## config.mk

```make
export PLATFORM = sky130hd
export DESIGN_NAME = gamepad_button_qualifier
export DESIGN_NICKNAME = d
export VERILOG_FILES = /design/src/rtl/gbq_pkg.sv /design/src/rtl/gamepad_button_qualifier.sv
export SDC_FILE = /design/constraint.sdc
export NUM_CORES = 2
export LEC_CHECK = 0
export BUFFER_PORTS_ARGS = -buffer_cell sky130_fd_sc_hd__buf_2
export CAP_MARGIN = 40
export CORE_MARGIN = 2
export CORE_UTILIZATION = 63
export CTS_CLUSTER_SIZE = 10
export DETAILED_ROUTE_END_ITERATION = 8
export GPL_ROUTABILITY_DRIVEN = 0
export PLACE_DENSITY = 0.82
export SLEW_MARGIN = 20
export SYNTH_ARGS = -nofsm -noshare
export SYNTH_HDL_FRONTEND = slang
export SYNTH_SLANG_ARGS = --single-unit
```

## constraint.sdc

```tcl
create_clock -name clk_i -period 5.2 [get_ports clk_i]
set_input_delay 0.52 -clock clk_i [delete_from_list [all_inputs] [get_ports clk_i]]
set_output_delay 0.52 -clock clk_i [all_outputs]
set_load 0.02 [all_outputs]
```

## src/rtl/gbq_pkg.sv

```systemverilog
// Shared constants, register indexes and button mapping for the gamepad button qualifier.
`default_nettype none

package gbq_pkg;

  // Logical button count and widths
  localparam int unsigned BUTTON_COUNT = 26;
  localparam int unsigned CFG_IDX_W    = 3;
  localparam int unsigned CFG_DATA_W   = 15;

  // Configuration register indexes
  typedef enum logic [CFG_IDX_W-1:0] {
    CfgRepeatStart    = 3'd0,
    CfgRepeatInterval = 3'd1,
    CfgTriggerThresh  = 3'd2,
    CfgLeftDeadzone   = 3'd3,
    CfgRightDeadzone  = 3'd4
  } cfg_idx_e;

  // Register reset values
  localparam logic [7:0]  RESET_REPEAT_START   = 8'd60;
  localparam logic [7:0]  RESET_REPEAT_INTVL   = 8'd1;
  localparam logic [7:0]  RESET_TRIGGER_THRESH = 8'd30;
  localparam logic [14:0] RESET_LEFT_DZ        = 15'd7849;
  localparam logic [14:0] RESET_RIGHT_DZ       = 15'd8689;

  // Logical positions of the analog-derived buttons
  localparam int unsigned BTN_LEFT_TRIG  = 10;
  localparam int unsigned BTN_RIGHT_TRIG = 11;
  localparam int unsigned BTN_LSTICK_LO  = 16;
  localparam int unsigned BTN_RSTICK_LO  = 21;

  // Reorder raw button word into logical buttons 0..15; trigger slots stay 0
  function automatic logic [15:0] map_buttons(input logic [15:0] word);
    logic [15:0] b;
    b     = '0;
    b[0]  = word[0];   // up
    b[1]  = word[1];   // down
    b[2]  = word[2];   // left
    b[3]  = word[3];   // right
    b[4]  = word[12];  // A
    b[5]  = word[13];  // B
    b[6]  = word[14];  // X
    b[7]  = word[15];  // Y
    b[8]  = word[8];   // left shoulder
    b[9]  = word[9];   // right shoulder
    b[12] = word[6];   // left stick click
    b[13] = word[7];   // right stick click
    b[14] = word[5];   // back
    b[15] = word[4];   // start
    return b;
  endfunction

  // Stick direction bits: up, down, left, right, any
  function automatic logic [4:0] stick_bits(input logic signed [15:0] x,
                                            input logic signed [15:0] y,
                                            input logic [14:0]        dz);
    logic signed [16:0] pos;
    logic signed [16:0] neg;
    logic signed [16:0] xs;
    logic signed [16:0] ys;
    logic [4:0]         b;
    pos  = $signed({2'b00, dz});
    neg  = -pos;
    xs   = 17'(x);
    ys   = 17'(y);
    b[0] = ys > pos;
    b[1] = ys < neg;
    b[2] = xs < neg;
    b[3] = xs > pos;
    b[4] = |b[3:0];
    return b;
  endfunction

endpackage

`default_nettype wire

```

## src/rtl/gamepad_button_qualifier.sv

```systemverilog
// Gamepad button qualifier: button levels, edges, auto-repeat and analog deltas.
// A word passes through the input register and then the result register, which offers it.
// Throughput: one word per cycle when out_stall_i is low; an input register and
// the result register let a new word in while out_stall_i holds a finished result.
// Reset clears all button, repeat, delta and prior-value state and loads the
// register defaults; no output word is valid until the first accepted poll.
`default_nettype none

module gamepad_button_qualifier (
  input  wire logic                               clk_i,
  input  wire logic                               rst_ni,
  // configuration
  input  wire logic                               cfg_we_i,
  input  wire logic [gbq_pkg::CFG_IDX_W-1:0]      cfg_idx_i,
  input  wire logic [gbq_pkg::CFG_DATA_W-1:0]     cfg_wdata_i,
  // input channel
  input  wire logic                               in_valid_i,
  output logic                                    in_stall_o,
  input  wire logic                               connected_i,
  input  wire logic [15:0]                        button_word_i,
  input  wire logic [7:0]                         left_trigger_i,
  input  wire logic [7:0]                         right_trigger_i,
  input  wire logic signed [15:0]                 left_x_i,
  input  wire logic signed [15:0]                 left_y_i,
  input  wire logic signed [15:0]                 right_x_i,
  input  wire logic signed [15:0]                 right_y_i,
  // output channel
  output logic                                    out_valid_o,
  input  wire logic                               out_stall_i,
  output logic                                    link_up_o,
  output logic [gbq_pkg::BUTTON_COUNT-1:0]        pressed_mask_o,
  output logic [gbq_pkg::BUTTON_COUNT-1:0]        rise_mask_o,
  output logic [gbq_pkg::BUTTON_COUNT-1:0]        fall_mask_o,
  output logic [gbq_pkg::BUTTON_COUNT-1:0]        repeat_mask_o,
  output logic signed [8:0]                       left_trigger_delta_o,
  output logic signed [8:0]                       right_trigger_delta_o,
  output logic signed [16:0]                      left_x_delta_o,
  output logic signed [16:0]                      left_y_delta_o,
  output logic signed [16:0]                      right_x_delta_o,
  output logic signed [16:0]                      right_y_delta_o
);

  localparam int unsigned NB = gbq_pkg::BUTTON_COUNT;

  // Configuration registers
  logic [7:0]  rep_start_q, rep_intvl_q, trig_thr_q;
  logic [14:0] left_dz_q, right_dz_q;

  always_ff @(posedge clk_i or negedge rst_ni) begin
    if (!rst_ni) begin
      rep_start_q <= gbq_pkg::RESET_REPEAT_START;
      rep_intvl_q <= gbq_pkg::RESET_REPEAT_INTVL;
      trig_thr_q  <= gbq_pkg::RESET_TRIGGER_THRESH;
      left_dz_q   <= gbq_pkg::RESET_LEFT_DZ;
      right_dz_q  <= gbq_pkg::RESET_RIGHT_DZ;
    end else if (cfg_we_i) begin
      case (gbq_pkg::cfg_idx_e'(cfg_idx_i))
        gbq_pkg::CfgRepeatStart:    rep_start_q <= cfg_wdata_i[7:0];
        gbq_pkg::CfgRepeatInterval: rep_intvl_q <= cfg_wdata_i[7:0];
        gbq_pkg::CfgTriggerThresh:  trig_thr_q  <= cfg_wdata_i[7:0];
        gbq_pkg::CfgLeftDeadzone:   left_dz_q   <= cfg_wdata_i;
        gbq_pkg::CfgRightDeadzone:  right_dz_q  <= cfg_wdata_i;
        default: ;
      endcase
    end
  end

  // Handshake: input stage moves into the result stage when that is free
  logic s1_valid_q, out_valid_q, adv, in_acc;

  assign adv        = s1_valid_q && (!out_valid_q || !out_stall_i);
  assign in_stall_o = s1_valid_q && !adv;
  assign in_acc     = in_valid_i && !in_stall_o;

  always_ff @(posedge clk_i or negedge rst_ni) begin
    if (!rst_ni) begin
      s1_valid_q  <= 1'b0;
      out_valid_q <= 1'b0;
    end else begin
      if (in_acc) begin
        s1_valid_q <= 1'b1;
      end else if (adv) begin
        s1_valid_q <= 1'b0;
      end
      if (adv) begin
        out_valid_q <= 1'b1;
      end else if (!out_stall_i) begin
        out_valid_q <= 1'b0;
      end
    end
  end

  // Input register
  logic               s1_conn_q;
  logic [15:0]        s1_word_q;
  logic [7:0]         s1_lt_q, s1_rt_q;
  logic signed [15:0] s1_lx_q, s1_ly_q, s1_rx_q, s1_ry_q;

  always_ff @(posedge clk_i) begin
    if (in_acc) begin
      s1_conn_q <= connected_i;
      s1_word_q <= button_word_i;
      s1_lt_q   <= left_trigger_i;
      s1_rt_q   <= right_trigger_i;
      s1_lx_q   <= left_x_i;
      s1_ly_q   <= left_y_i;
      s1_rx_q   <= right_x_i;
      s1_ry_q   <= right_y_i;
    end
  end

  // Result and per-button state
  logic [NB-1:0]      pressed_q, rise_q, fall_q, repeat_q;
  logic [7:0]         hold_q  [NB];
  logic [7:0]         phase_q [NB];
  logic [7:0]         prior_lt_q, prior_rt_q;
  logic signed [15:0] prior_lx_q, prior_ly_q, prior_rx_q, prior_ry_q;
  logic signed [8:0]  lt_chg_q, rt_chg_q;
  logic signed [16:0] lx_chg_q, ly_chg_q, rx_chg_q, ry_chg_q;
  logic               link_q;

  // Button levels
  logic [NB-1:0] now;
  logic [15:0]   dig;

  always_comb begin
    dig = gbq_pkg::map_buttons(s1_word_q);
    now = '0;
    now[15:0] = dig;
    now[gbq_pkg::BTN_LEFT_TRIG]  = s1_lt_q > trig_thr_q;
    now[gbq_pkg::BTN_RIGHT_TRIG] = s1_rt_q > trig_thr_q;
    now[gbq_pkg::BTN_LSTICK_LO +: 5] = gbq_pkg::stick_bits(s1_lx_q, s1_ly_q, left_dz_q);
    now[gbq_pkg::BTN_RSTICK_LO +: 5] = gbq_pkg::stick_bits(s1_rx_q, s1_ry_q, right_dz_q);
  end

  // Typematic repeat, one lane per button
  logic [NB-1:0] rep_d;
  logic [7:0]    hold_d  [NB];
  logic [7:0]    phase_d [NB];

  always_comb begin
    for (int i = 0; i < NB; i++) begin
      rep_d[i]   = 1'b0;
      hold_d[i]  = hold_q[i];
      phase_d[i] = phase_q[i];
      if (now[i]) begin
        if (hold_q[i] == 8'd0) begin
          rep_d[i] = 1'b1;
        end else if (hold_q[i] >= rep_start_q) begin
          if (phase_q[i] == 8'd0) begin
            rep_d[i] = 1'b1;
          end
          // phase wraps at the interval; an interval of zero acts as one
          if (({1'b0, phase_q[i]} + 9'd1) >= {1'b0, rep_intvl_q}) begin
            phase_d[i] = 8'd0;
          end else begin
            phase_d[i] = phase_q[i] + 8'd1;
          end
        end
        if (hold_q[i] < rep_start_q) begin
          hold_d[i] = hold_q[i] + 8'd1;
        end
      end else begin
        hold_d[i]  = 8'd0;
        phase_d[i] = 8'd0;
      end
    end
  end

  // Analog deltas against the previous connected poll
  logic signed [8:0]  lt_chg_d, rt_chg_d;
  logic signed [16:0] lx_chg_d, ly_chg_d, rx_chg_d, ry_chg_d;

  always_comb begin
    lt_chg_d = $signed({1'b0, s1_lt_q}) - $signed({1'b0, prior_lt_q});
    rt_chg_d = $signed({1'b0, s1_rt_q}) - $signed({1'b0, prior_rt_q});
    lx_chg_d = 17'(s1_lx_q) - 17'(prior_lx_q);
    ly_chg_d = 17'(s1_ly_q) - 17'(prior_ly_q);
    rx_chg_d = 17'(s1_rx_q) - 17'(prior_rx_q);
    ry_chg_d = 17'(s1_ry_q) - 17'(prior_ry_q);
  end

  // State update; a disconnected poll only refreshes the link flag
  always_ff @(posedge clk_i or negedge rst_ni) begin
    if (!rst_ni) begin
      link_q     <= 1'b0;
      pressed_q  <= '0;
      rise_q     <= '0;
      fall_q     <= '0;
      repeat_q   <= '0;
      prior_lt_q <= '0;
      prior_rt_q <= '0;
      prior_lx_q <= '0;
      prior_ly_q <= '0;
      prior_rx_q <= '0;
      prior_ry_q <= '0;
      lt_chg_q   <= '0;
      rt_chg_q   <= '0;
      lx_chg_q   <= '0;
      ly_chg_q   <= '0;
      rx_chg_q   <= '0;
      ry_chg_q   <= '0;
      for (int i = 0; i < NB; i++) begin
        hold_q[i]  <= '0;
        phase_q[i] <= '0;
      end
    end else if (adv) begin
      link_q <= s1_conn_q;
      if (s1_conn_q) begin
        pressed_q  <= now;
        rise_q     <= now & ~pressed_q;
        fall_q     <= pressed_q & ~now;
        repeat_q   <= rep_d;
        prior_lt_q <= s1_lt_q;
        prior_rt_q <= s1_rt_q;
        prior_lx_q <= s1_lx_q;
        prior_ly_q <= s1_ly_q;
        prior_rx_q <= s1_rx_q;
        prior_ry_q <= s1_ry_q;
        lt_chg_q   <= lt_chg_d;
        rt_chg_q   <= rt_chg_d;
        lx_chg_q   <= lx_chg_d;
        ly_chg_q   <= ly_chg_d;
        rx_chg_q   <= rx_chg_d;
        ry_chg_q   <= ry_chg_d;
        for (int i = 0; i < NB; i++) begin
          hold_q[i]  <= hold_d[i];
          phase_q[i] <= phase_d[i];
        end
      end
    end
  end

  // Outputs come straight from the result state
  assign out_valid_o           = out_valid_q;
  assign link_up_o             = link_q;
  assign pressed_mask_o        = pressed_q;
  assign rise_mask_o           = rise_q;
  assign fall_mask_o           = fall_q;
  assign repeat_mask_o         = repeat_q;
  assign left_trigger_delta_o  = lt_chg_q;
  assign right_trigger_delta_o = rt_chg_q;
  assign left_x_delta_o        = lx_chg_q;
  assign left_y_delta_o        = ly_chg_q;
  assign right_x_delta_o       = rx_chg_q;
  assign right_y_delta_o       = ry_chg_q;

endmodule

`default_nettype wire
```

# Word-level counts from Yosys, hierarchy flattened
# Cells that the tools add are included.
[totals]
register_bits = 840
input_bits = 120
output_inout_bits = 193
word_cells = 731
[op_classes]
n_addsub = 86
n_lt_le_gt_ge = 88
eq_ne = 83
mux = 264
n_bitwise = 4
reduce_logical = 122
[ops]
columns = ["cell", "n"]
rows = [
  ["$mux W8", 156],
  ["$add A8 B1 Y8 const B", 52],
  ["$logic_not A8 Y1", 52],
  ["$add A8 B1 Y9 const B", 26],
  ["$ge A9 B8 Y1", 26],
  ["$ge A8 B8 Y1", 26],
  ["$lt A8 B8 Y1", 26],
  ["$mux W1", 108],
  ["$ne A2 B1 Y1 const B", 53],
  ["$reduce_and A4 Y1", 26],
  ["$reduce_and A3 Y1", 26],
  ["$lt A16 B17 Y1", 4],
  ["$sub A16 B16 Y17", 4],
  ["$gt A16 B16 Y1", 4],
  ["$and A26 B26 Y26", 2],
  ["$ne A2 B2 Y1 const B", 26],
  ["$not A26 Y26", 2],
  ["$neg A15 Y17", 2],
  ["$sub A8 B8 Y9", 2],
  ["$gt A8 B8 Y1", 2],
  ["$reduce_and A2 Y1", 6],
  ["$reduce_or A4 Y1", 2],
  ["$eq A3 B2 Y1 const B", 2],
  ["$logic_not A1 Y1", 4],
  ["6 further kinds", 8],
]

# Longest topological paths before layout
[depth]
depth_word = 8
ltp_mapped = 17
depth_no_buf = 15

# Least setup slack after synthesis
# No wires, ideal clock.
[synth_path]
kind = "flip-flop to flip-flop"
start = "reg left_dz_q[2]"
end = "reg phase_q[43] (netlist bit)"
arrival_time_ns = 3.843
slack_ns = 1.233
stages_incl_launch_ff = 16
n_path_buf = 2
synth_period_minus_slack_ns = 3.967
cell_sequence = "dfrtp_1 > or4_4 > or3_4 > or2_2 > nor3_1 > xnor2_1 > ha_1 > and4_1 > nand3_1 > o41a_1 > a31oi_4 > and3_1 > buf_6 > buf_6 > nor3b_1 > mux2_2"
[synth_between]
elab_chain_cells = 5
word_cells_on_any_way = 10
classes_between = "1 x add/sub; 4 x order compare; 2 x eq/ne; 1 x mux; 2 x reduce/logical"
[synth_lines]
columns = ["element", "line", "source"]
rows = [
  ["from (decl)", "gamepad_button_qualifier.sv:47", "logic [14:0] left_dz_q, right_dz_q;"],
  ["from (signal assigned)", "gamepad_button_qualifier.sv:54", "left_dz_q <= gbq_pkg::RESET_LEFT_DZ;"],
  ["from (signal assigned)", "gamepad_button_qualifier.sv:61", "gbq_pkg::CfgLeftDeadzone: left_dz_q <= cfg_wdata_i;"],
  ["$neg A15 Y17", "gbq_pkg.sv:64", "neg = -pos;"],
  ["$lt A16 B17 Y1 (on tied branches)", "gbq_pkg.sv:68, gbq_pkg.sv:69", ""],
  ["$reduce_or A4 Y1 (*)", "gbq_pkg.sv:71", "b[4] = |b[3:0];"],
  ["$ne A2 B1 Y1 (no source line) or $ne A2 B2 Y1 (tied branches)", "--", ""],
  ["$reduce_and A4 Y1 (no source line)", "--", ""],
  ["to (signal, indexed assignment)", "gamepad_button_qualifier.sv:228", "phase_q[i] <= phase_d[i];"],
  ["to (decl)", "gamepad_button_qualifier.sv:115", "logic [7:0] phase_q [NB];"],
]
# Mark *: on every way between the ends. The rest lies on a longest branch, timed or not.
# A chain may end at the register's enable or synchronous reset.

# Final worst setup path
[layout_path]
start = "reg left_dz_q[2]"
end = "reg hold_q[46] (netlist bit)"
[layout_between]
elab_chain_cells = 5
word_cells_on_any_way = 9
classes_between = "1 x add/sub; 4 x order compare; 1 x eq/ne; 1 x mux; 2 x reduce/logical"
[layout_lines]
columns = ["element", "line", "source"]
rows = [
  ["$neg A15 Y17", "gbq_pkg.sv:64", ""],
  ["$lt A16 B17 Y1 (on tied branches)", "gbq_pkg.sv:68, gbq_pkg.sv:69", ""],
  ["$reduce_or A4 Y1 (*)", "gbq_pkg.sv:71", ""],
  ["$ne A2 B1 Y1 (no source line)", "--", ""],
  ["$reduce_and A3 Y1 (no source line)", "--", ""],
  ["to (signal, indexed assignment)", "gamepad_button_qualifier.sv:227", "hold_q[i] <= hold_d[i];"],
  ["to (decl)", "gamepad_button_qualifier.sv:114", "logic [7:0] hold_q [NB];"],
]
# Marked as above.

==> out/metrics.yaml <==
critical_path:
  reg2reg_from: "left_dz_q[2]$_DFFE_PN0P_"
  reg2reg_depth: 14
  path_buf_inv: 1
  r2r_slack_ps: 620
  slowest_stage: "or4_4"
  crit_family: "simple AND/OR/NAND/NOR gates"
  r2r_end: "hold_q[46]$_DFFE_PN0P_"
  required_ps: 5760
  critPathCaptureType: "register"
  max_stage_delay_ps: 570
  cp_data_arrival_time_ps: 5140
  worstSetupPathType: "register to register"
  critPathMaxFanout: 10
  cp_cell_sequence: "or4_4, or3_4, or2_2, nor3_1, xnor2_1, ha_1, and4_1, nand3_1, o41a_1, a31oi_4, and3_1, buf_4, o21ai_0, a22o_1"
  startpoint_type: "register"
sta:
  finalSetupViolCount: 0
  rsz0062_at_grt: "false"
  hold_viol: 0
  maxSlewViolCount: 0
  maxSlewHeadroom_pct: 36.2
  skew_ps: 26.5
  fin_crit_sh_pct: 88.1
  clock.fmax_mhz: 218
  fin_setup_tns_ps: 0
  tightest_slew_ps: 957
  fin_crit_ps: 4580
power_and_ir_drop:
  power.density_nw_per_um2: 382
  p_leak_nw: 30.3
  ir_drop_uv: 351
  p_total_mw: 23.5
floorplan:
  chipHeight_um: 300
  fp.dieW_um: 300
  num_io_pins: 313
  rows: 108
  start_util_pct: 63.5
  core_area_um2: 86800
  die_area_um2: 89800
global_routing:
  grt_max_degree: 147
  antenna_found_initial: 10
  grt_pass1_wl_um: 234000
  overflow: 0
  track_usage_pct: 31.9
  grt_pass1_vias: 45300
cts:
  post-cts-setup-buffer-count: 0
  numCtsBuffers: 96
  cts_tree: "done"
  h-tree-depth: 3
  clock_latency_ps: 680
  path_clk_slew_ps: 60
  numClockSinks: 838
  root_buffer: "clkbuf_16"
  clockBufferDepth: 3
synthesis:
  synth-edff-count: 95
  seq_area_frac_synth_pct: 39.0
  synth.distinct_cells: 93
  syn_nets: 6663
  syn_area_um2: 55100
  ys_async_sr_fraction_pct: 88.7
  yosysWarnings: 0
  synth_area_per_cell_um2: 9.49
  syn_inst: 5803
  synth-main-ff-cell: "dfrtp_1"
  synth_seq_cells: 838
routing:
  routedWlPerCell_um: 19.4
  drt_iter0_drc: 3730
  wl_um: 144000
  dr_total_vias: 46200
  postRouteAntennaNets: 0
  routed_via_density: 6.23
  route.detailed.drc: 0
  firstDrtPassIters: 8
layout:
  area_growth_pct: 12.0
  drive_gt1_share_pct: 10.4
  area.sequential_um2: 21500
  final_common_cell: "ha_1"
  nFillCells: 6380
  layout_common_cells: "ha_1, dfrtp_1, nand2_1"
  layout.nets: 7049
  multi_input_area_um2: 31800
status:
  status: "finished, final reports clean"
min_path:
  hold_path.class: "input port to register"
  holdPathStages: 1
  worstHoldStart: "left_trigger_i[7]"
  whs_endpoint: "s1_lt_q[7]$_DFFE_PP_"
placement:
  hpwlAfterDp_um: 100000
  numPortBuffers: 310
job:
  drv_cap: 0
==> registers in the layout, indices dropped and copies added, names as in the netlist, 15 cells and up <==
| register | flops |
|---|---|
| fall_mask_o | 26 |
| hold_q | 208 |
| left_dz_q | 15 |
| left_x_delta_o | 17 |
| left_y_delta_o | 17 |
| phase_q | 208 |
| pressed_mask_o | 26 |
| prior_lx_q | 16 |
| prior_ly_q | 16 |
| prior_rx_q | 16 |
| prior_ry_q | 16 |
| repeat_mask_o | 26 |
| right_dz_q | 15 |
| right_x_delta_o | 17 |
| right_y_delta_o | 17 |
| rise_mask_o | 26 |
| s1_lx_q | 16 |
| s1_ly_q | 16 |
| s1_rx_q | 16 |
| s1_ry_q | 16 |
==> kinds of logic (layout without fill, tap and decap cells) <==
logic type      Yosys count  count (layout)  synth area share, %
flops                   838             838                 39.0
fa+ha+maj               742             742                 16.9
xor+xnor                335             335                 5.40
buf+inv                 485             933                 3.35
compound gates         1362            1362                 16.0
mux                      73              73                 1.42
other cells               0              11                    0
simple gates           1968            1968                 18.0
==> per-layer routing <==
metal  GRT usage (%)  share of wire [%]  vias to the layer above
met5               0                  0                        -
met4            13.4                4.1                        0
met3            5.00                6.8                      383
met1            42.1                 42                    22500
met2            52.6                 47                     1632
li1                -                  -                    21700
==> stage by stage <==
stage | setup WS, ps | hold WS, ps | instances | area [um2] | util (%)
2_1_floorplan | 1230 | 224 | 5803 | 55100 | -
3_3_place_gp | 593 | 445 | 7174 | 58100 | 67.0
3_5_place_dp | 649 | 451 | 7180 | 58100 | 67.0
4_1_cts | 644 | 0.133 | 7402 | 61600 | 71.0
5_1_grt | 368 | 6.13 | 7416 | 61700 | 71.1
6_report | 618 | 28.3 | 7417 | 61700 | 71.1
==> Yosys cell counts, types with 12 or more instances <==
cell type | instances | share of area, %
a211oi_1 | 25 | 0.34
a21o_1 | 189 | 2.6
a21oi_1 | 202 | 1.8
a22o_1 | 91 | 1.4
a31oi_1 | 55 | 0.62
and2_1 | 43 | 0.49
and3_1 | 98 | 1.1
buf_1 | 18 | 0.12
clkbuf_1 | 126 | 0.86
dfrtp_1 | 719 | 33
dfstp_2 | 24 | 1.1
edfxtp_1 | 95 | 5.2
ha_1 | 734 | 17
inv_1 | 335 | 2.3
mux2_2 | 41 | 0.84
mux2i_1 | 32 | 0.58
nand2_1 | 632 | 4.3
nand2b_1 | 101 | 1.1
nand3_1 | 229 | 2.1
nand3b_1 | 39 | 0.53
nand4_1 | 141 | 1.6
nand4b_1 | 13 | 0.21
nor2_1 | 299 | 2.0
nor2b_1 | 87 | 0.99
nor3_1 | 87 | 0.79
nor3b_1 | 21 | 0.29
nor4_1 | 49 | 0.56
nor4b_1 | 24 | 0.38
o211ai_1 | 32 | 0.44
o21a_1 | 66 | 0.90
o21ai_0 | 466 | 4.2
o21ai_1 | 14 | 0.13
o21bai_1 | 25 | 0.34
o22ai_1 | 13 | 0.15
o31ai_1 | 56 | 0.76
or2_2 | 38 | 0.43
or3_1 | 23 | 0.26
or4_1 | 13 | 0.18
or4b_2 | 12 | 0.22
xnor2_1 | 159 | 2.5
xor2_1 | 173 | 2.8
==> worst max-delay path by stage <==
stage                                   end  cells past startpoint                       from  slack, ps
global placement     phase_q[1]$_DFFE_PN0P_                     14  right_dz_q[1]$_DFFE_PN0P_        590
finish               hold_q[46]$_DFFE_PN0P_                     14   left_dz_q[2]$_DFFE_PN0P_        620
detailed placement   hold_q[46]$_DFFE_PN0P_                     14   left_dz_q[2]$_DFFE_PN0P_        650
floorplan           phase_q[43]$_DFFE_PN0P_                     15   left_dz_q[2]$_DFFE_PN0P_       1230
global route          hold_q[6]$_DFFE_PN0P_                     16  right_dz_q[1]$_DFFE_PN0P_        370
CTS                  hold_q[46]$_DFFE_PN0P_                     14   left_dz_q[2]$_DFFE_PN0P_        640
==> worst reg2reg max path, cell delays in order (launching register included) <==
cell and delay, ps:
dfrtp_1 440, or4_4 570, or3_4 390, or2_2 300, nor3_1 180, xnor2_1 130, ha_1 310, and4_1 230
nand3_1 90, o41a_1 450, a31oi_4 220, and3_1 530, buf_4 270, o21ai_0 100, a22o_1 250
==> layout make-up <==
cell class	instances	share of cell area [%]
clock buffer	154	4.42
timing repair buffer	438	4.60
antenna	11	0.0446
inverter	335	2.04
sequential	838	34.8
multi-input combinational	4480	51.6
tap	1155	2.34
clock inverter	6	0.138
==> report_power, final <==
group | internal, mW | switching, mW
Clock | 3.55 | 2.69
Combinational | 3.39 | 5.05
Sequential | 7.77 | 1.10
==> what timing repair did <==
item,4_1_cts,5_1_grt
hold buffers,62,0
endpoints found under the hold margin,126,0
resized for setup,0,0
(Power assumes the default switching activity.)
